`config.mk`:
```
export PLATFORM = sky130hd
export DESIGN_NAME = bbb_alu
export DESIGN_NICKNAME = d
export VERILOG_FILES = /design/src/hw/rtl/bbb_pkg.sv /design/src/hw/rtl/bbb_alu.sv
export SDC_FILE = /design/constraint.sdc
export NUM_CORES = 1
export LEC_CHECK = 0
export BUFFER_PORTS_ARGS = -buffer_cell sky130_fd_sc_hd__buf_2
export CAP_MARGIN = 20
export CORE_AREA = 2 2 61 63
export DETAILED_ROUTE_END_ITERATION = 8
export DIE_AREA = 0 0 63 65
export GPL_TIMING_DRIVEN = 0
export PLACE_DENSITY = 0.81
export SYNTH_ARGS = -nofsm -noshare
export SYNTH_HDL_FRONTEND = slang
export SYNTH_SLANG_ARGS = --single-unit
```
`constraint.sdc`:
```
create_clock -name vclk -period 2.8
set_clock_uncertainty 0.2 [all_clocks]
set_input_delay 0.28 -clock vclk [all_inputs]
set_output_delay 0.28 -clock vclk [all_outputs]
set_load 0.05 [all_outputs]
```
`src/hw/rtl/bbb_pkg.sv`:
```
// bbb_pkg: shared types and constants for the bipartite byte buffer
// used by bbb_alu, bbb_ctrl and the top level bipartite_byte_buffer
`default_nettype none

package bbb_pkg;

    localparam int DEPTH       = 4096;
    localparam int CHUNK_BYTES = 8;
    localparam int ADDR_W      = $clog2(DEPTH);
    localparam int CNT_W       = 13;
    localparam int DATA_W      = 64;
    localparam int IDX_W       = $clog2(CHUNK_BYTES + 1);
    localparam int BYTE_W      = $clog2(CHUNK_BYTES);

    typedef enum logic [1:0] {
        KIND_WRITE = 2'd0,
        KIND_READ  = 2'd1,
        KIND_DROP  = 2'd2
    } kind_t;

    typedef enum logic [1:0] {
        STAT_DONE     = 2'd0,
        STAT_NO_ROOM  = 2'd1,
        STAT_TOO_LONG = 2'd2
    } status_t;

    typedef enum logic {
        ALU_ADD = 1'b0,
        ALU_SUB = 1'b1
    } alu_op_t;

    typedef struct packed {
        alu_op_t          op;
        logic [CNT_W-1:0] a;
        logic [CNT_W-1:0] b;
    } alu_req_t;

    typedef struct packed {
        logic [CNT_W-1:0] sum;
        logic             lt;
        logic [CNT_W-1:0] sat;
        logic [CNT_W-1:0] min;
    } alu_rsp_t;

    typedef struct packed {
        status_t           status;
        logic [DATA_W-1:0] read_bytes;
        logic [CNT_W-1:0]  fill_level;
        logic [CNT_W-1:0]  free_space;
    } result_t;

endpackage

`default_nettype wire

```
`src/hw/rtl/bbb_alu.sv`:
```
// bbb_alu: the shared add / subtract / compare unit of the buffer
// depends on bbb_pkg
`default_nettype none

module bbb_alu import bbb_pkg::*; (
    input  wire alu_req_t req,
    output alu_rsp_t      rsp
);

    logic [CNT_W:0]   diff;
    logic [CNT_W-1:0] add;

    always_comb begin
        diff    = {1'b0, req.a} - {1'b0, req.b};
        add     = req.a + req.b;
        rsp.lt  = diff[CNT_W];
        rsp.sum = (req.op == ALU_ADD) ? add : diff[CNT_W-1:0];
        rsp.sat = diff[CNT_W] ? '0 : diff[CNT_W-1:0];
        rsp.min = diff[CNT_W] ? req.a : req.b;
    end

endmodule

`default_nettype wire

```
==> flow_summary_export.csv, run 1 <==
group,metric,value,unit
power_and_ir_drop,p_switching,0.719,mW
floorplan,fp.coreArea,0.00350,mm²
synth,synthMuxAreaShare,0.111,
sta,maxSlewViolCount,0,
floorplan,fp.dieArea,0.00410,mm²
synth,yosys.cell_types.count,53,
layout,syn2layout_area_growth,71.0,%
layout,fin_nets,387,
synth,synth_xor_area_frac,0.0876,
layout,fin_cells,379,
global_routing,grt_max_degree,11,
sta,period_share,1.01,
place,gp_congestion,0.897,
synth,synthTopCellsByCount,"inv_1 (31), ha_1 (25), nor2_1 (24)",
power_and_ir_drop,swShare,0.619,
worst_hold_path,hold_class,"primary input to output pin",
synth,synth_seq_area_share,0,
sta,fmax,0.355,GHz
synth,synthTopCellsByArea,"ha_1 (18%), inv_1 (6.8%), xnor2_1 (5.7%), mux2_4 (5.3%), nor2_1 (5.3%)",
global_routing,antenna_found_initial,0,
run,maxCapViolCount,0,
synth,synth_simple_gate_area_share,0.188,
drt,ant_nets,0,
drt,drc,0,
layout,nFillCells,212,
layout,nClkBuffers,0,
global_routing,grt_pass1_vias,1966,
sta,finalCriticalPeriod,2.82,ns
power_and_ir_drop,seqPwrFrac,0,
power_and_ir_drop,peakVddDrop,320,µV
critical_path,critical_path_class,"primary input to output pin",
layout,drive_above_1_share,0.517,
worst_hold_path,hp-start,"req[11]",
place,place_area,0.00212,mm²
drt,via_per_inst,5.83,
sta,layout_setup_ws,-0.0199,ns
floorplan,die_y,65,µm
power_and_ir_drop,clkPwrFrac,0,
critical_path,arrival,2.34,ns
global_routing,grt_pass1_wl,8390,µm
place,port_buffers,66,
synth,yosysTopAreaCellShare,0.184,
sta,tightest_slew,0.568,ns
drt,post_drt_wl_per_cell,16.7,µm
layout,seq_cells,0,
power_and_ir_drop,combinationalPowerShare,1.000,
critical_path,crit_required,2.32,ns
place,hpwlAfterDp,3690,µm
drt,vias,2211,
global_routing,grt_overflow,0,
drt,first_pass_iters,4,
power_and_ir_drop,p_int,0.443,mW
synth,synth.largest_area_cell,"ha_1",
critical_path,cp-end-kind,"output pin",
layout,regArea,0,µm²
worst_hold_path,hold_end,"rsp[11]",
synth,synth_most_common_cell,"inv_1",
layout,diodes,0,
synth,synth_top_family_by_area,"compound AO/OA/AOI/OAI gates",
synth,synthAdderAreaFrac,0.208,
sta,grt_setup_unrepaired,"true",
sta,tns,-0.0770,ns
drt,routed_wl,6320,µm
synth,syn_area_per_cell,7.08,µm²
power_and_ir_drop,p_leak,1.32,nW
layout,final_area,0.00291,mm²
synth,ys_warn_count,0,
status,violations,"setup timing",
critical_path,crit_path_start_kind,"primary input",
floorplan,start_util,0.486,
drt,first_iter_violations,114,
floorplan,die_width,63,µm
sta,finalHoldViolCount,0,
synth,synth-compound-area-share,0.278,
place,dp_cells,354,
worst_hold_path,whs_path_depth,3,
sta,timing.hold.ws,0.747,ns
synth,netlist_area,0.00170,mm²
global_routing,track_usage,0.246,
sta,slew_headroom,0.622,
floorplan,io_pins,67,
status,outcome,"complete, but fails checks",
critical_path,crit_fanout,6,
synth,synthCells,240,
sta,setup_viol,5,
synth,synth_nets,294,
floorplan,num_rows,22,
power_and_ir_drop,power_density,400,mW/mm²
[final cells by class]
cell class	count	area, µm²	share of cell area
Inverter	32	130	0.0448
Multi-Input combinational cell	195	1870	0.642
Tap cell	48	60.1	0.0207
Buffer	11	111	0.0383
Timing Repair Buffer	93	739	0.254
[placed cells by master, fill, tap and decap left out, types with 3 or more instances in the layout]
cell type	netlist	final
a21o_1	4	4
a21oi_1	17	12
a21oi_2	2	4
a21oi_4	0	3
buf_2	2	37
buf_4	2	30
buf_6	3	23
buf_8	0	6
clkbuf_1	5	3
ha_1	25	14
ha_4	0	9
inv_1	31	26
inv_2	1	3
mux2_1	6	6
mux2_4	6	6
nand2_1	13	10
nand2_2	0	3
nand2b_1	4	4
nor2_1	24	14
nor2_2	0	4
nor2_4	0	6
nor3_1	10	7
o211ai_1	4	4
o21ai_0	13	11
o21ai_1	1	3
xnor2_1	11	9
xor2_1	6	6
[critical path, cell delays in order]
cell     delay [ns]
buf_8          0.10
inv_6          0.06
ha_4           0.19
nor2b_4        0.13
o21ai_2        0.16
o22ai_2        0.13
o31ai_4        0.25
a22o_1         0.19
buf_6          0.14
buf_12         0.12
buf_12         0.13
mux2_4         0.31
buf_8          0.15
[per-layer routing]
metal  vias up  global-route usage  routed length [µm]
met3        38              0.0313                 362
li1       1026                   -                   -
met4         0               0.128                 381
met5         -                   0                   0
met1      1036               0.259                2240
met2       111               0.476                3330
[cells by family after synthesis]
kind of cell	Yosys count
AND/OR/NAND/NOR	67
adder cells (fa/ha/maj)	27
AO/OA/AOI/OAI	69
XOR/XNOR	17
buffers and inverters	45
multiplexers	15
[worst max-delay path by stage]
stage / startpoint / endpoint / slack, ns
floorplan: req[1] / rsp[17] / -0.21
CTS: req[2] / rsp[39] / 0.01
finish: req[1] / rsp[9] / -0.02
global placement: req[1] / rsp[6] / -0.40
global route: req[13] / rsp[33] / -0.10
detailed placement: req[1] / rsp[10] / -0.40
[power groups by stage]
| stage | Combinational (mW) | Clock (mW) | Sequential [mW] |
|---|---|---|---|
| final | 1.16 | 0 | 0 |
| after global routing | 1.21 | 0 | 0 |
| after CTS | 1.01 | 0 | 0 |
| after detailed placement | 0.864 | 0 | 0 |
| after global placement | 0.857 | 0 | 0 |
| after floorplan | 0.691 | 0 | 0 |
[metrics by stage]
stage               setup slack [ns]  utilization  total power, mW
floorplan                     -0.208            -            0.691
global placement              -0.396        0.606            0.857
detailed placement            -0.399        0.606            0.864
CTS                           0.0110        0.719             1.01
global route                  -0.103        0.832             1.21
finish                       -0.0199        0.832             1.16
[what timing repair did]
action	4_1_cts	5_1_grt
setup endpoints to repair	31	31
buffers inserted	13	13
pin swaps	15	24
cloned	1	0
hold buffers	0	0
gates resized for setup	65	80
(Power assumes the default switching activity.)
==> run 2, diff against run 1 <==
--- a/config.mk
+++ b/config.mk
@@ -12,6 +12,7 @@
 export DIE_AREA = 0 0 63 65
 export GPL_TIMING_DRIVEN = 0
 export PLACE_DENSITY = 0.81
+export SETUP_SLACK_MARGIN = 0.05
 export SYNTH_ARGS = -nofsm -noshare
 export SYNTH_HDL_FRONTEND = slang
 export SYNTH_SLANG_ARGS = --single-unit
==> flow_summary_export.csv, run 2 (synthesis results as in run 1) <==
group,metric,value,unit
layout,layout_common_cells,"buf_4 (41), buf_2 (30), buf_6 (24)",
critical_path,crit_fanout,4,
global_routing,grt_pass1_vias,2017,
status,violations,"setup timing",
layout,final_common_cell,"buf_4",
place,preCtsSetupSlack,-0.440,ns
run,maxCapViolCount,0,
sta,fmax,0.339,GHz
place,hpwlAfterDp,3660,µm
critical_path,arrival,2.47,ns
floorplan,die_width,63,µm
global_routing,antenna_found_initial,0,
layout,nClkBuffers,0,
layout,diodes,0,
global_routing,top_usage_layer,"met2",
global_routing,track_usage,0.271,
layout,multi_input_area,0.00202,mm²
drt,first_iter_violations,307,
worst_hold_path,hold_class,"primary input to output pin",
critical_path,crit_path_start_kind,"primary input",
power_and_ir_drop,clkPwrFrac,0,
global_routing,met3_usage,0.0156,
global_routing,grt_max_degree,11,
sta,finalCriticalPeriod,2.95,ns
floorplan,die_y,65,µm
floorplan,start_util,0.486,
sta,slew_headroom,0.575,
power_and_ir_drop,seqPwrFrac,0,
layout,nFillCells,144,
layout,regArea,0,µm²
floorplan,fp.coreArea,0.00350,mm²
global_routing,grt_pass1_wl,9050,µm
power_and_ir_drop,combinationalPowerShare,1.000,
place,dp_cells,354,
layout,fin_cells,387,
place,gp_congestion,0.868,
worst_hold_path,hp-start,"req[21]",
sta,grt_setup_unrepaired,"true",
drt,ant_nets,0,
floorplan,num_rows,22,
layout,seq_cells,0,
critical_path,critical_path_class,"primary input to output pin",
drt,vias,2422,
status,outcome,"complete, but fails checks",
power_and_ir_drop,p_int,0.510,mW
power_and_ir_drop,swShare,0.610,
global_routing,grt_use_met1,0.306,
worst_hold_path,whs_path_depth,3,
critical_path,cp-end-kind,"output pin",
sta,period_share,1.05,
place,port_buffers,66,
power_and_ir_drop,power_density,411,mW/mm²
sta,layout_setup_ws,-0.150,ns
sta,setup_viol,5,
power_and_ir_drop,peakVddDrop,301,µV
global_routing,grt_overflow,0,
layout,syn2layout_area_growth,87.0,%
drt,first_pass_iters,5,
floorplan,fp.dieArea,0.00410,mm²
floorplan,io_pins,67,
sta,timing.hold.ws,0.730,ns
layout,final_util,0.910,
sta,maxSlewViolCount,0,
power_and_ir_drop,p_switching,0.797,mW
sta,tns,-0.372,ns
drt,routed_wl,8330,µm
drt,post_drt_wl_per_cell,21.5,µm
layout,drive_above_1_share,0.566,
sta,finalHoldViolCount,0,
drt,drc,0,
sta,tightest_slew,0.638,ns
critical_path,crit_required,2.32,ns
critical_path,startpoint,"req[14]",
power_and_ir_drop,p_leak,1.42,nW
global_routing,grt_use_met2,0.540,
drt,via_per_inst,6.26,
layout,fin_nets,395,
[run 2: cell type report]
type / count / share of cell area
inverters: 32 / 0.0409
repair buffers: 100 / 0.265
multi-input cells: 195 / 0.634
well taps: 48 / 0.0189
plain buffers: 12 / 0.0413
[run 2: power groups by stage]
stage | registers, mW | logic [mW] | clock network, mW
after detailed placement | 0 | 0.907 | 0
after global placement | 0 | 0.899 | 0
after global routing | 0 | 1.34 | 0
final | 0 | 1.31 | 0
after floorplan | 0 | 0.736 | 0
after CTS | 0 | 1.10 | 0
[run 2: path summary, 6_finish.rpt]
path / to / slack (ns)
worst max-delay path: rsp[34] / -0.15
worst min-delay path: rsp[8] / 0.73
[run 2: timing repair]
action / CTS / global route
hold buffers: 0 / 0
setup buffers: 15 / 17
endpoints found under the setup margin: 34 / 34
resized for setup: 92 / 76
pin swaps: 13 / 29
gates cloned: 2 / 0
[run 2: critical path: stages]
cell,delay [ns]
buf_6,0.11
ha_4,0.24
nor2b_4,0.14
buf_4,0.13
o31ai_1,0.49
a221o_1,0.40
nor2_1,0.07
a31oi_1,0.19
xnor2_1,0.13
buf_2,0.28
[run 2: metal layers]
metal  wire [µm]  share of wire
met1        2970           0.36
met2        4070           0.49
met3         712          0.086
met4         574          0.069
met5           0              0
[run 2: per-stage QoR]
| step | cell area (µm²) | power [mW] |
|---|---|---|
| after floorplan | 1820 | 0.736 |
| after global placement | 2210 | 0.899 |
| after detailed placement | 2210 | 0.907 |
| after CTS | 2720 | 1.10 |
| after global routing | 3180 | 1.34 |
| final | 3180 | 1.31 |
